### src/design/lrra_pkg.sv
`default_nettype none

package lrra_pkg;

    localparam int unsigned FR_W    = 6;
    localparam int unsigned BR_W    = 23;
    localparam int unsigned FSTEP_W = 5;
    localparam int unsigned BSTEP_W = 21;
    localparam int unsigned LIMIT_W = 16;
    localparam int unsigned COUNT_W = 16;
    localparam int unsigned CFG_IDX_W  = 4;
    localparam int unsigned CFG_DATA_W = 23;

    // Register indexes of the configuration port.
    typedef enum logic [CFG_IDX_W-1:0] {
        CFG_VARY_FRAME_RATE = 4'd0,
        CFG_FRAME_RATE_MIN  = 4'd1,
        CFG_FRAME_RATE_MAX  = 4'd2,
        CFG_BIT_RATE_MIN    = 4'd3,
        CFG_BIT_RATE_MAX    = 4'd4,
        CFG_FRAME_RATE_STEP = 4'd5,
        CFG_BIT_RATE_STEP   = 4'd6,
        CFG_RETRY_LIMIT     = 4'd7
    } t_cfg_idx;

    // Reset values of the registers.
    localparam logic [FR_W-1:0]    RST_FRAME_RATE_MIN  = 6'd24;
    localparam logic [FR_W-1:0]    RST_FRAME_RATE_MAX  = 6'd24;
    localparam logic [BR_W-1:0]    RST_BIT_RATE_MIN    = 23'd4000000;
    localparam logic [BR_W-1:0]    RST_BIT_RATE_MAX    = 23'd4000000;
    localparam logic [FSTEP_W-1:0] RST_FRAME_RATE_STEP = 5'd5;
    localparam logic [BSTEP_W-1:0] RST_BIT_RATE_STEP   = 21'd500000;
    localparam logic [LIMIT_W-1:0] RST_RETRY_LIMIT     = 16'd200;

    // One result as held in the output buffer.
    typedef struct packed {
        logic [FR_W-1:0] frame_rate;
        logic [BR_W-1:0] bit_rate;
        logic            rate_changed;
        logic            congested;
    } t_result;

endpackage

`default_nettype wire

### src/design/link_retry_rate_adapter_top.sv
// The result of an accepted request is registered in the output buffer, which drives o_valid.
// Throughput: one request per clock while o_stall is low; the rate update is a single compare/add/clamp pass.
// A two-entry output buffer takes one more request while the output is stalled; the input
// then stalls from the next cycle until the skid entry moves up into the main entry.
// Reset (synchronous, i_rst_n low) loads register defaults, sets both rates to their
// maximum, clears the good-tick counter and empties the output buffer.
`default_nettype none

module link_retry_rate_adapter_top #(
    parameter int unsigned GOOD_TICKS    = 15,
    parameter int unsigned TICKS_PER_SEC = 5
) (
    input  wire logic                                i_clk,
    input  wire logic                                i_rst_n,
    // input request channel
    input  wire logic                                i_valid,
    output logic                                     o_stall,
    input  wire logic [lrra_pkg::COUNT_W-1:0]        i_retry_count,
    // result channel
    output logic                                     o_valid,
    input  wire logic                                i_stall,
    output logic [lrra_pkg::FR_W-1:0]                o_frame_rate_out,
    output logic [lrra_pkg::BR_W-1:0]                o_bit_rate_out,
    output logic                                     o_rate_changed,
    output logic                                     o_congested,
    // configuration write port
    input  wire logic                                i_cfg_we,
    input  wire logic [lrra_pkg::CFG_IDX_W-1:0]      i_cfg_idx,
    input  wire logic [lrra_pkg::CFG_DATA_W-1:0]     i_cfg_data
);

    localparam int unsigned FR_W    = lrra_pkg::FR_W;
    localparam int unsigned BR_W    = lrra_pkg::BR_W;
    localparam int unsigned FSTEP_W = lrra_pkg::FSTEP_W;
    localparam int unsigned BSTEP_W = lrra_pkg::BSTEP_W;
    localparam int unsigned LIMIT_W = lrra_pkg::LIMIT_W;
    localparam int unsigned COUNT_W = lrra_pkg::COUNT_W;
    // Width of the retries-per-second product and of the good-tick counter.
    localparam int unsigned TPS_W   = $clog2(TICKS_PER_SEC + 1);
    localparam int unsigned RATE_W  = COUNT_W + TPS_W;
    localparam int unsigned GOOD_W  = $clog2(GOOD_TICKS + 1);
    localparam logic [TPS_W-1:0]  TPS_K  = TPS_W'(TICKS_PER_SEC);
    localparam logic [GOOD_W-1:0] GOOD_K = GOOD_W'(GOOD_TICKS);

    // Configuration registers.
    logic               r_vary_frame_rate, n_vary_frame_rate;
    logic [FR_W-1:0]    r_frame_rate_min,  n_frame_rate_min;
    logic [FR_W-1:0]    r_frame_rate_max,  n_frame_rate_max;
    logic [BR_W-1:0]    r_bit_rate_min,    n_bit_rate_min;
    logic [BR_W-1:0]    r_bit_rate_max,    n_bit_rate_max;
    logic [FSTEP_W-1:0] r_frame_rate_step, n_frame_rate_step;
    logic [BSTEP_W-1:0] r_bit_rate_step,   n_bit_rate_step;
    logic [LIMIT_W-1:0] r_retry_limit,     n_retry_limit;
    logic               cfg_hit;

    // Adapter state.
    logic [FR_W-1:0]    r_cur_fr, n_cur_fr;
    logic [BR_W-1:0]    r_cur_br, n_cur_br;
    logic [GOOD_W-1:0]  r_good_cnt, n_good_cnt;

    // Output buffer: main entry drives the ports, the skid entry catches one
    // request that arrives while the main entry is stalled.
    logic                r_out_valid, r_skid_valid;
    lrra_pkg::t_result   r_out, r_skid;
    lrra_pkg::t_result   new_res;

    logic in_acc, out_take;

    assign o_stall  = r_skid_valid;
    assign in_acc   = i_valid && !r_skid_valid;
    assign o_valid  = r_out_valid;
    assign out_take = r_out_valid && !i_stall;

    assign o_frame_rate_out = r_out.frame_rate;
    assign o_bit_rate_out   = r_out.bit_rate;
    assign o_rate_changed   = r_out.rate_changed;
    assign o_congested      = r_out.congested;

    // Register write decode. Any write to a known register reloads both
    // current rates from the maximum registers, using the value just written.
    always_comb begin
        n_vary_frame_rate = r_vary_frame_rate;
        n_frame_rate_min  = r_frame_rate_min;
        n_frame_rate_max  = r_frame_rate_max;
        n_bit_rate_min    = r_bit_rate_min;
        n_bit_rate_max    = r_bit_rate_max;
        n_frame_rate_step = r_frame_rate_step;
        n_bit_rate_step   = r_bit_rate_step;
        n_retry_limit     = r_retry_limit;
        cfg_hit           = 1'b0;
        if (i_cfg_we) begin
            cfg_hit = 1'b1;
            unique case (i_cfg_idx)
                lrra_pkg::CFG_VARY_FRAME_RATE: n_vary_frame_rate = i_cfg_data[0];
                lrra_pkg::CFG_FRAME_RATE_MIN:  n_frame_rate_min  = i_cfg_data[FR_W-1:0];
                lrra_pkg::CFG_FRAME_RATE_MAX:  n_frame_rate_max  = i_cfg_data[FR_W-1:0];
                lrra_pkg::CFG_BIT_RATE_MIN:    n_bit_rate_min    = i_cfg_data[BR_W-1:0];
                lrra_pkg::CFG_BIT_RATE_MAX:    n_bit_rate_max    = i_cfg_data[BR_W-1:0];
                lrra_pkg::CFG_FRAME_RATE_STEP: n_frame_rate_step = i_cfg_data[FSTEP_W-1:0];
                lrra_pkg::CFG_BIT_RATE_STEP:   n_bit_rate_step   = i_cfg_data[BSTEP_W-1:0];
                lrra_pkg::CFG_RETRY_LIMIT:     n_retry_limit     = i_cfg_data[LIMIT_W-1:0];
                default:                       cfg_hit           = 1'b0;
            endcase
        end
    end

    // Rate update for one request.
    logic [RATE_W-1:0]  per_sec;
    logic               congested;
    logic               step_up_due;
    logic [GOOD_W-1:0]  good_inc;
    logic [FR_W-1:0]    fr_down, fr_up;
    logic [BR_W-1:0]    br_down, br_up;
    logic [FR_W:0]      fr_sum;
    logic [BR_W:0]      br_sum;
    logic [FR_W-1:0]    upd_fr;
    logic [BR_W-1:0]    upd_br;
    logic [GOOD_W-1:0]  upd_good;

    always_comb begin
        per_sec     = RATE_W'(i_retry_count) * RATE_W'(TPS_K);
        congested   = per_sec > RATE_W'(r_retry_limit);
        good_inc    = r_good_cnt + GOOD_W'(1);
        step_up_due = !congested && (good_inc >= GOOD_K);

        // Step down: hold at or below the minimum, clamp when the step would
        // pass the minimum.
        if (r_cur_fr <= r_frame_rate_min) begin
            fr_down = r_cur_fr;
        end else if (FR_W'(r_frame_rate_step) >= (r_cur_fr - r_frame_rate_min)) begin
            fr_down = r_frame_rate_min;
        end else begin
            fr_down = r_cur_fr - FR_W'(r_frame_rate_step);
        end
        if (r_cur_br <= r_bit_rate_min) begin
            br_down = r_cur_br;
        end else if (BR_W'(r_bit_rate_step) >= (r_cur_br - r_bit_rate_min)) begin
            br_down = r_bit_rate_min;
        end else begin
            br_down = r_cur_br - BR_W'(r_bit_rate_step);
        end

        // Step up by twice the step: hold at or above the maximum, clamp at it.
        fr_sum = {1'b0, r_cur_fr} + {1'b0, (FR_W'(r_frame_rate_step) << 1)};
        br_sum = {1'b0, r_cur_br} + {1'b0, (BR_W'(r_bit_rate_step) << 1)};
        if (r_cur_fr >= r_frame_rate_max) begin
            fr_up = r_cur_fr;
        end else if (fr_sum > {1'b0, r_frame_rate_max}) begin
            fr_up = r_frame_rate_max;
        end else begin
            fr_up = fr_sum[FR_W-1:0];
        end
        if (r_cur_br >= r_bit_rate_max) begin
            br_up = r_cur_br;
        end else if (br_sum > {1'b0, r_bit_rate_max}) begin
            br_up = r_bit_rate_max;
        end else begin
            br_up = br_sum[BR_W-1:0];
        end

        upd_fr   = r_cur_fr;
        upd_br   = r_cur_br;
        upd_good = good_inc;
        if (congested) begin
            upd_good = '0;
            if (r_vary_frame_rate) begin
                upd_fr = fr_down;
            end else begin
                upd_br = br_down;
            end
        end else if (step_up_due) begin
            upd_good = '0;
            if (r_vary_frame_rate) begin
                upd_fr = fr_up;
            end else begin
                upd_br = br_up;
            end
        end

        new_res.frame_rate   = upd_fr;
        new_res.bit_rate     = upd_br;
        new_res.rate_changed = r_vary_frame_rate ? (upd_fr != r_cur_fr)
                                                 : (upd_br != r_cur_br);
        new_res.congested    = congested;
    end

    // Next state. Configuration writes must come only while idle; the block does not
    // enforce it, and a write simply takes priority over the rate update.
    always_comb begin
        n_cur_fr   = r_cur_fr;
        n_cur_br   = r_cur_br;
        n_good_cnt = r_good_cnt;
        if (cfg_hit) begin
            n_cur_fr = n_frame_rate_max;
            n_cur_br = n_bit_rate_max;
        end else if (in_acc) begin
            n_cur_fr   = upd_fr;
            n_cur_br   = upd_br;
            n_good_cnt = upd_good;
        end
    end

    always_ff @(posedge i_clk) begin
        if (!i_rst_n) begin
            r_vary_frame_rate <= 1'b0;
            r_frame_rate_min  <= lrra_pkg::RST_FRAME_RATE_MIN;
            r_frame_rate_max  <= lrra_pkg::RST_FRAME_RATE_MAX;
            r_bit_rate_min    <= lrra_pkg::RST_BIT_RATE_MIN;
            r_bit_rate_max    <= lrra_pkg::RST_BIT_RATE_MAX;
            r_frame_rate_step <= lrra_pkg::RST_FRAME_RATE_STEP;
            r_bit_rate_step   <= lrra_pkg::RST_BIT_RATE_STEP;
            r_retry_limit     <= lrra_pkg::RST_RETRY_LIMIT;
            r_cur_fr          <= lrra_pkg::RST_FRAME_RATE_MAX;
            r_cur_br          <= lrra_pkg::RST_BIT_RATE_MAX;
            r_good_cnt        <= '0;
        end else begin
            r_vary_frame_rate <= n_vary_frame_rate;
            r_frame_rate_min  <= n_frame_rate_min;
            r_frame_rate_max  <= n_frame_rate_max;
            r_bit_rate_min    <= n_bit_rate_min;
            r_bit_rate_max    <= n_bit_rate_max;
            r_frame_rate_step <= n_frame_rate_step;
            r_bit_rate_step   <= n_bit_rate_step;
            r_retry_limit     <= n_retry_limit;
            r_cur_fr          <= n_cur_fr;
            r_cur_br          <= n_cur_br;
            r_good_cnt        <= n_good_cnt;
        end
    end

    // Output buffer control. A new result goes to the main entry when it is
    // free or being taken, otherwise to the skid entry.
    always_ff @(posedge i_clk) begin
        if (!i_rst_n) begin
            r_out_valid  <= 1'b0;
            r_skid_valid <= 1'b0;
        end else begin
            if (in_acc) begin
                if (!r_out_valid || out_take) begin
                    r_out_valid <= 1'b1;
                end else begin
                    r_skid_valid <= 1'b1;
                end
            end else if (out_take) begin
                r_out_valid  <= r_skid_valid;
                r_skid_valid <= 1'b0;
            end
        end
    end

    always_ff @(posedge i_clk) begin
        if (in_acc) begin
            if (!r_out_valid || out_take) begin
                r_out <= new_res;
            end else begin
                r_skid <= new_res;
            end
        end else if (out_take && r_skid_valid) begin
            r_out <= r_skid;
        end
    end

    // The skid entry only fills behind a held main entry.
    a_skid_behind_main: assert property (@(posedge i_clk) disable iff (!i_rst_n)
        r_skid_valid |-> r_out_valid)
        else $error("skid entry valid while main entry empty");

    // The good-tick counter always clears on reaching its threshold.
    a_good_cnt_range: assert property (@(posedge i_clk) disable iff (!i_rst_n)
        r_good_cnt < GOOD_K)
        else $error("good-tick counter reached its threshold");

    // A register write reloads the current frame and bit rates from the maxima.
    a_cfg_reload: assert property (@(posedge i_clk) disable iff (!i_rst_n)
        cfg_hit |=> (r_cur_fr == r_frame_rate_max) && (r_cur_br == r_bit_rate_max))
        else $error("current rates not reloaded after a register write");

    // While the frame rate is varied, the bit rate never moves on a request.
    a_fixed_bit_rate: assert property (@(posedge i_clk) disable iff (!i_rst_n)
        (in_acc && !cfg_hit && r_vary_frame_rate) |=> (r_cur_br == $past(r_cur_br)))
        else $error("bit rate moved while frame rate is varied");

    // A congested request never raises the varied rate.
    a_no_rise_when_congested: assert property (@(posedge i_clk) disable iff (!i_rst_n)
        (in_acc && congested) |-> ((upd_fr <= r_cur_fr) && (upd_br <= r_cur_br)))
        else $error("rate rose on a congested tick");

endmodule

`default_nettype wire

### config.mk
export PLATFORM = sky130hd
export DESIGN_NAME = link_retry_rate_adapter_top
export DESIGN_NICKNAME = d
export VERILOG_FILES = /design/src/design/lrra_pkg.sv /design/src/design/link_retry_rate_adapter_top.sv
export SDC_FILE = /design/constraint.sdc
export NUM_CORES = 1
export LEC_CHECK = 0
export BUFFER_PORTS_ARGS = -buffer_cell sky130_fd_sc_hd__buf_2
export CORE_ASPECT_RATIO = 1.2
export CORE_MARGIN = 1.5
export CORE_UTILIZATION = 39
export CTS_CLUSTER_DIAMETER = 30
export DETAILED_ROUTE_END_ITERATION = 7
export PLACE_DENSITY = 0.6
export SKIP_CTS_REPAIR_TIMING = 1
export SKIP_LAST_GASP = 1
export SLEW_MARGIN = 20
export SYNTH_ARGS = -nofsm -noshare
export SYNTH_HDL_FRONTEND = slang
export SYNTH_SLANG_ARGS = --single-unit
### constraint.sdc
create_clock -name i_clk -period 7.15 [get_ports i_clk]
set_input_delay 1.43 -clock i_clk [delete_from_list [all_inputs] [get_ports i_clk]]
set_output_delay 1.43 -clock i_clk [all_outputs]
set_load 0.01 [all_outputs]
== Word level (Yosys, flattened, before mapping) ==
Index checks and enable logic that the tools add are counted.

* Flip-flop bits (word level): 198
* Output and inout port bits: 33
* Logic and storage cells: 115
* Input port bits: 48

* Bitwise gates (word level): 2
* Add/sub/neg operators: 7
* Equality and inequality tests: 11
* Multiplexer cells: 38
* Reductions and logical operators: 25
* Multiply operators: 1
* $lt $le $gt $ge: 10

{| class="wikitable"
|+ Operators by type and width
! operator !! number
|-
| $mux W23 || 12
|-
| $mux W31 || 3
|-
| $mux W6 || 12
|-
| $add A23 B22 Y24 || 1
|-
| $gt A24 B23 Y1 || 1
|-
| $ge A21 B23 Y1 || 1
|-
| $ge A23 B23 Y1 || 1
|-
| $le A23 B23 Y1 || 1
|-
| $ne A23 B23 Y1 || 1
|-
| $sub A23 B21 Y23 || 1
|-
| $sub A23 B23 Y23 || 1
|-
| $reduce_and A2 Y1 || 11
|-
| $gt A19 B16 Y1 || 1
|-
| $mul A16 B3 Y19 const B || 1
|-
| $eq A4 B3 Y1 const B || 4
|-
| $mux W1 || 9
|-
| $eq A4 B2 Y1 const B || 2
|-
| $mux W4 || 2
|-
| $reduce_or A8 Y1 || 1
|-
| $add A6 B6 Y7 || 1
|-
| $gt A7 B6 Y1 || 1
|-
| $ge A5 B6 Y1 || 1
|-
| $ge A6 B6 Y1 || 1
|-
| $le A6 B6 Y1 || 1
|-
| 14 further kinds || 23
|}

== Logic depth before layout (Yosys ltp) ==
Gate-level depths: netlist of the first run.

* Depth in word-level cells: 11
* Depth in mapped cells: 28
* Depth with buffers taken out: 27

== Least setup slack after synthesis of the first run ==
OpenSTA, ideal clock, no wires.

* Path type: input to register
* Start: input i_retry_count[1] (netlist name)
* End: register r_out (netlist bit o_rate_changed) (data pin)
* Path slack: 1.062 ns
* Stages: 22
* Buffers on the path: 0
* Arrival: 5.820 ns
* Required time: 6.881 ns
* Library setup time: 0.269 ns
* Cells stage by stage: ha_1 > ha_1 > inv_1 > fa_1 > nor2b_1 > o21ai_1 > o22ai_1 > o31a_1 > xor2_1 > ha_1 > a21oi_1 > nand2_1 > a2111oi_0 > a221oi_1 > nor4_2 > nor2_1 > a22o_1 > a32o_1 > nor4_1 > o2111ai_1 > nor3_2 > o31ai_1

* Word-level cells in the longest chain between the ends: 10
* Elaborated cells on any way between the ends: 13

{| class="wikitable"
|+ Ends and longest elaborated chain
! element !! line !! text
|-
| start: declaration || link_retry_rate_adapter_top.sv:18 || <nowiki>input wire logic [lrra_pkg::COUNT_W-1:0] i_retry_count,</nowiki>
|-
| $mul A16 B3 Y19 (*) || link_retry_rate_adapter_top.sv:121 || <nowiki>per_sec = RATE_W'(i_retry_count) * RATE_W'(TPS_K);</nowiki>
|-
| $gt A19 B16 Y1 (*) || link_retry_rate_adapter_top.sv:122 || <nowiki>congested = per_sec > RATE_W'(r_retry_limit);</nowiki>
|-
| $logic_not A1 Y1 || link_retry_rate_adapter_top.sv:124 || <nowiki>step_up_due = !congested && (good_inc >= GOOD_K);</nowiki>
|-
| $logic_and A1 B1 Y1 || link_retry_rate_adapter_top.sv:124 ||
|-
| $mux W23 / $mux W6 (equally long branches) || link_retry_rate_adapter_top.sv:171 || <nowiki>end else if (step_up_due) begin</nowiki>
|-
| $mux W23 / $mux W6 (equally long branches) || link_retry_rate_adapter_top.sv:164 || <nowiki>if (congested) begin</nowiki>
|-
| $ne A23 B23 Y1 / $ne A6 B6 Y1 (equally long branches) || link_retry_rate_adapter_top.sv:183, link_retry_rate_adapter_top.sv:182 ||
|-
| $mux W1 (*) || link_retry_rate_adapter_top.sv:182 || <nowiki>new_res.rate_changed = r_vary_frame_rate ? (upd_fr != r_cur_fr)</nowiki>
|-
| $mux W31 (*) || link_retry_rate_adapter_top.sv:253 || <nowiki>if (!r_out_valid || out_take) begin</nowiki>
|-
| $mux W31 (*) || link_retry_rate_adapter_top.sv:252 || <nowiki>if (in_acc) begin</nowiki>
|-
| end signal: assignment || link_retry_rate_adapter_top.sv:254 || <nowiki>r_out <= new_res;</nowiki>
|-
| end signal: assignment || link_retry_rate_adapter_top.sv:259 || <nowiki>r_out <= r_skid;</nowiki>
|-
| end: declaration || link_retry_rate_adapter_top.sv:64 || <nowiki>lrra_pkg::t_result r_out, r_skid;</nowiki>
|}

Mark *: on every way between the ends. The rest lies on a longest branch, timed or not. The select of a mux whose other input is x is not followed.
A chain may end at the register's enable or synchronous reset.

== Worst setup path in the final report of the first run ==
* Start: register r_cur_br[7]
* End: register r_out (netlist bit o_rate_changed) (data pin)

* Word-level cells in the longest chain between the ends: 11
* Elaborated cells on any way between the ends: 19

{| class="wikitable"
|+ Ends and longest elaborated chain
! element !! line !! text
|-
| start: declaration || link_retry_rate_adapter_top.sv:58 || <nowiki>logic [BR_W-1:0] r_cur_br, n_cur_br;</nowiki>
|-
| start signal: assignment || link_retry_rate_adapter_top.sv:214 || <nowiki>r_cur_br <= lrra_pkg::RST_BIT_RATE_MAX;</nowiki>
|-
| start signal: assignment || link_retry_rate_adapter_top.sv:226 || <nowiki>r_cur_br <= n_cur_br;</nowiki>
|-
| $add A23 B22 Y24 || link_retry_rate_adapter_top.sv:145 || <nowiki>br_sum = {1'b0, r_cur_br} + {1'b0, (BR_W'(r_bit_rate_step) << 1)};</nowiki>
|-
| $gt A24 B23 Y1 || link_retry_rate_adapter_top.sv:155 || <nowiki>end else if (br_sum > {1'b0, r_bit_rate_max}) begin</nowiki>
|-
| $mux W23 || link_retry_rate_adapter_top.sv:155 ||
|-
| $mux W23 || link_retry_rate_adapter_top.sv:153 || <nowiki>if (r_cur_br >= r_bit_rate_max) begin</nowiki>
|-
| $mux W23 || link_retry_rate_adapter_top.sv:173 || <nowiki>if (r_vary_frame_rate) begin</nowiki>
|-
| $mux W23 || link_retry_rate_adapter_top.sv:171 ||
|-
| $mux W23 || link_retry_rate_adapter_top.sv:164 ||
|-
| $ne A23 B23 Y1 (*) || link_retry_rate_adapter_top.sv:183 || <nowiki>: (upd_br != r_cur_br);</nowiki>
|-
| $mux W1 (*) || link_retry_rate_adapter_top.sv:182 ||
|-
| $mux W31 (*) || link_retry_rate_adapter_top.sv:253 ||
|-
| $mux W31 (*) || link_retry_rate_adapter_top.sv:252 ||
|}

Marked as above.

==> summary.txt, run 1 <==
IO buf count: 80
design area: 18,600 sq um
Startpoint Class: flip-flop
final cell count without fillers: 2,673
Peak VDD IR: 0.166 mV
die width: 192 microns
vias per inst: 5.87
Slew headroom: 0.343
largest cells by area after synthesis: dfxtp_1, ha_1, edfxtp_1
pin count of the biggest net entering global routing: 87
Leakage: 8.17 nW
GR Layer Usage met1: 0.340
DR pass1 iterations: 5
Post-synth ARST share: 0
area post-placement: 18,000 sq um
Total GRT Usage: 0.286
Synth warnings: 0
row count: 82
GRT busiest layer: met2
worst path required time: 7350 ps
Post-synth EDFFs: 62
Worst Path Max Fanout: 7
Syn-to-layout area delta: 11.8%
Post-Syn Area: 16,700 sq um
Ports: 81
TNS Setup: 0 ps
Core Util, Final: 0.444
most frequent cells in the layout: nand2_1, ha_1, a21oi_1
register area share after synthesis: 0.275
clock root buffer: clkbuf_16
Yosys top cell area share: 0.163
commonest register cell after synthesis: dfxtp_1
antenna viol nets, final: 0
GP Congestion: 1.04
first-pass GRT wire length: 93.9 mm
CTS max path bufs: 2
Final Hold Fails: 0
fillcell total: 4,161
post-synth top area cell: dfxtp_1
clk sinks: 198
Final setup viols: 0
Tcrit/Tclk final: 0.957
area of the core: 42,000 sq um
f_max: 146 MHz
post-layout total power: 4.53 mW
vias in the first global route: 15,531
Yosys cell types: 90
DR WL/cell: 23.1 microns
Post-Place Setup Slack: 275 ps
CP endpoint kind: flip-flop
Max-Cap Viols: 0
power density cells: 243 nW/um^2
hold crit path type: flip-flop to flip-flop
H-tree depth: 4
fin crit period: 6840 ps
synthesized area per cell: 8.24 sq um
Clk pin slew, worst setup/hold paths: 80 ps
met2 usage: 0.481
ant diodes: 0
Total Wirelength: 61.8 mm
Slew @ Worst Pin: 980 ps
most common cell after layout, fill and taps aside: nand2_1
# nets final: 2,378
global-route met3 utilization: 0.0348
Inst Count DP: 2,641
FF-to-FF setup slack: 310 ps
CP Data Arrival Time: 7050 ps
flops & latches, synth: 198
DP HPWL: 48.6 mm
clk_lat worst skew: 470 ps
RSZ-0062 raised after global routing: false
die height: 230 microns
Num CTS Buffers: 17
syn_nets: 2,288
vias: 15,692
Initial Util: 0.397
initial DRC count: 1,248
fin. max-slew vios: 0
worst setup margin: 308 ps
CP Class: flip-flop to flip-flop
Post-Syn Instances: 2,024
grt total ovfl: 0
CTS tree: yes
hold slack final: 471 ps
outcome: finished, final reports clean
# DRC: 0
die area: 44,000 sq um
layout cell share with drive strength beyond 1: 0.102
clk_skew: 18.9 ps
initial antenna violation count: 1
cell families (layout without fill, tap and decap cells):
| family | after synthesis | after routing | share of synthesized area |
|---|---|---|---|
| compound gates | 609 | 609 | 0.245 |
| xor+xnor | 90 | 90 | 0.0473 |
| fa+ha+maj | 216 | 216 | 0.165 |
| buf+inv | 234 | 337 | 0.0540 |
| flops | 198 | 198 | 0.275 |
| mux | 67 | 67 | 0.0404 |
| simple gates | 610 | 610 | 0.173 |
final timing paths:
check             cells after the start                            from                              to
setup / recovery                     23        r_cur_br[7]$_SDFFE_PN0P_        o_rate_changed$_DFFE_PP_
setup reg to reg                     23        r_cur_br[7]$_SDFFE_PN0P_        o_rate_changed$_DFFE_PP_
hold reg to reg                       2  r_bit_rate_min[9]$_SDFFE_PN0P_  r_bit_rate_min[9]$_SDFFE_PN0P_
hold / removal                        2  r_bit_rate_min[9]$_SDFFE_PN0P_  r_bit_rate_min[9]$_SDFFE_PN0P_
layout make-up:
class,instances,area (sq um),share of cell area
Clock buffer,18,439,0.0236
Clock inverter,14,171,0.00920
Inverter,156,586,0.0314
Multi-Input combinational cell,1592,11200,0.602
Sequential cell,198,4580,0.246
Tap cell,546,683,0.0367
Timing Repair Buffer,149,946,0.0508
synth_stat cells, types with 6 or more instances:
cell	number
nand2_1	244
ha_1	209
a21oi_1	174
inv_1	155
dfxtp_1	136
nor2_1	132
o21ai_0	85
clkbuf_1	64
mux2i_1	64
edfxtp_1	62
xnor2_1	60
a21o_1	51
nor2b_1	49
a21boi_0	47
o211ai_1	47
nand3_1	36
xor2_1	30
nand4_1	24
o21a_1	24
o221ai_1	23
a211oi_1	22
nor3_1	22
and2_1	20
nand2b_1	20
o31ai_1	12
a31oi_1	11
o22ai_1	11
and3_1	10
o21bai_1	10
a221oi_1	9
o2bb2ai_1	9
buf_1	7
fa_1	7
nor4_1	7
or2_2	7
a211o_1	6
a22o_1	6
and4_1	6
state kept, by name, indices dropped and copies added, names as in the netlist:
register	cells
r_skid	31
o_rate_changed	1
r_bit_rate_min	23
o_valid	1
r_retry_limit	16
r_cur_br	23
r_bit_rate_step	21
r_frame_rate_min	6
o_congested	1
o_stall	1
r_frame_rate_max	6
r_vary_frame_rate	1
r_good_cnt	4
o_frame_rate_out	6
r_cur_fr	6
r_bit_rate_max	23
o_bit_rate_out	23
r_frame_rate_step	5
layer usage:
layer / part of all wire / up-vias / routed length (microns)
met5: 0.00024 / - / 15
met4: 0.069 / 2 / 4280
met3: 0.045 / 182 / 2790
met2: 0.48 / 518 / 29600
met1: 0.41 / 7450 / 25200
li1: - / 7540 / -
critical path, cell delays in order, from the launching register on:
cell      delay (ps)
dfxtp_1          660
ha_1             310
a21oi_1          110
nor2b_1          170
a221oi_1         440
buf_4            210
a21oi_1          120
o21ai_0          220
xor2_1           290
ha_1             210
nand4_1          170
or4_1            640
or4_4            560
a22oi_4          190
o21ai_2          180
nor2_4           220
buf_4            180
a21oi_1          120
a222oi_1         440
nand3_1          190
o41ai_2          400
nand3_1          130
nor3_2           270
o31ai_1          100
where the power goes:
| part | internal, mW | total [mW] | switching, mW |
|---|---|---|---|
| combinational | 0.851 | 2.19 | 1.34 |
| sequential | 1.25 | 1.32 | 0.0685 |
| clock | 0.486 | 1.02 | 0.535 |
| total | 2.59 | 4.53 | 1.94 |
Note: power is estimated with default switching activity, not from simulation.
==> inputs of run 2 (changes only) <==
--- a/config.mk
+++ b/config.mk
@@ -9,6 +9,7 @@
 export CORE_ASPECT_RATIO = 1.2
 export CORE_MARGIN = 1.5
 export CORE_UTILIZATION = 39
+export CTS_BUF_LIST = sky130_fd_sc_hd__clkbuf_8
 export CTS_CLUSTER_DIAMETER = 30
 export DETAILED_ROUTE_END_ITERATION = 7
 export PLACE_DENSITY = 0.6
==> run 2 against run 1 <==
Against the previous run:
- first-iteration DRC count increased by 1.2%
- design area decreased by 1.0%
- total power decreased by 5.2%
==> summary.txt, run 2 (synthesis gave the netlist of run 1 again) <==
die width: 192 microns
CP endpoint kind: flip-flop
f_max: 148 MHz
Total Wirelength: 61.6 mm
initial DRC count: 1,263
initial antenna violation count: 1
hold crit path type: flip-flop to flip-flop
clk_lat worst skew: 540 ps
Initial Util: 0.397
area of the core: 42,000 sq um
Total GRT Usage: 0.283
outcome: finished, final reports clean
H-tree depth: 4
clk sinks: 198
clk_skew: 30.3 ps
antenna viol nets, final: 0
CP Class: flip-flop to flip-flop
Num CTS Buffers: 17
vias per inst: 5.85
vias in the first global route: 15,529
CTS max path bufs: 2
Peak VDD IR: 0.105 mV
GP Congestion: 1.04
DP HPWL: 48.6 mm
fin. max-slew vios: 0
Final Hold Fails: 0
Largest Register: r_skid
worst setup margin: 389 ps
hold slack final: 475 ps
first-pass GRT wire length: 93.4 mm
max FFs per register: 31
Max-Cap Viols: 0
clock root buffer: clkbuf_8
Slew @ Worst Pin: 980 ps
grt total ovfl: 0
Ports: 81
CP Data Arrival Time: 7030 ps
Final setup viols: 0
DR pass1 iterations: 8
DR WL/cell: 23.0 microns
FF-to-FF setup slack: 390 ps
Post-Place Setup Slack: 275 ps
TNS Setup: 0 ps
pin count of the biggest net entering global routing: 87
Syn-to-layout area delta: 10.6%
fillcell total: 4,199
Startpoint Class: flip-flop
die height: 230 microns
Tcrit/Tclk final: 0.946
most frequent cells in the layout: nand2_1, ha_1, a21oi_1
vias: 15,643
# DRC: 0
die area: 44,000 sq um
RSZ-0062 raised after global routing: false
most common cell after layout, fill and taps aside: nand2_1
Leakage: 8.08 nW
# nets final: 2,378
power density cells: 233 nW/um^2
IO buf count: 80
row count: 82
area post-placement: 18,000 sq um
CTS tree: yes
Clk pin slew, worst setup/hold paths: 130 ps
worst path required time: 7420 ps
design area: 18,400 sq um
fin crit period: 6760 ps
layout cell share with drive strength beyond 1: 0.102
Worst Path Max Fanout: 7
Slew headroom: 0.343
==> run 2: stage by stage <==
| stage | total power [mW] | utilization | cells |
|---|---|---|---|
| after floorplan | 2.73 | - | 2024 |
| after global placement | 3.46 | 0.430 | 2641 |
| after detailed placement | 3.48 | 0.430 | 2641 |
| after CTS | 4.28 | 0.440 | 2673 |
| after global routing | 4.53 | 0.440 | 2673 |
| final | 4.29 | 0.440 | 2674 |
==> run 2: worst paths after layout <==
kind | depth (start not counted) | to | from
hold / removal | 2 | r_bit_rate_min[9]$_SDFFE_PN0P_ | r_bit_rate_min[9]$_SDFFE_PN0P_
setup / recovery | 23 | o_rate_changed$_DFFE_PP_ | r_cur_br[8]$_SDFFE_PN1P_
setup reg to reg | 23 | o_rate_changed$_DFFE_PP_ | r_cur_br[8]$_SDFFE_PN1P_
hold reg to reg | 2 | r_bit_rate_min[9]$_SDFFE_PN0P_ | r_bit_rate_min[9]$_SDFFE_PN0P_
==> run 2: per-layer routing <==
metal,wire length (microns),up-vias,global-route usage,share of wire
li1,-,7531,-,-
met1,24900,7406,0.336,0.40
met2,29700,531,0.484,0.48
met3,2750,173,0.0293,0.045
met4,4230,2,0.178,0.069
met5,11,-,0,0.00018
==> run 2: critical path: stages, from the launching register on <==
cell and delay [ps]:
dfxtp_1 550, ha_1 370, a21oi_1 220, nor2b_1 240, a221oi_1 160, buf_4 170
a21oi_1 290, o21ai_0 170, xor2_1 200, ha_1 340, nand4_1 170, or4_1 640
or4_4 560, a22oi_4 190, o21ai_2 180, nor2_4 230, buf_4 180, a21oi_1 120
a222oi_1 440, nand3_1 180, o41ai_2 400, nand3_1 130, nor3_2 260, o31ai_1 100
==> run 2: layout make-up <==
cell class	count	area, sq um	share of cell area
clock buffers	18	248	0.0134
diodes	1	2.50	0.000136
flip-flops and latches	198	4580	0.249
inverters	156	586	0.0317
clock inverters	14	171	0.00929
multi-input cells	1592	11200	0.609
well taps	546	683	0.0370
repair buffers	149	946	0.0513
==> run 2: where the power goes <==
group	internal, mW	switching (mW)
Clock	0.280	0.511
Sequential	1.25	0.0665
Combinational	0.851	1.33
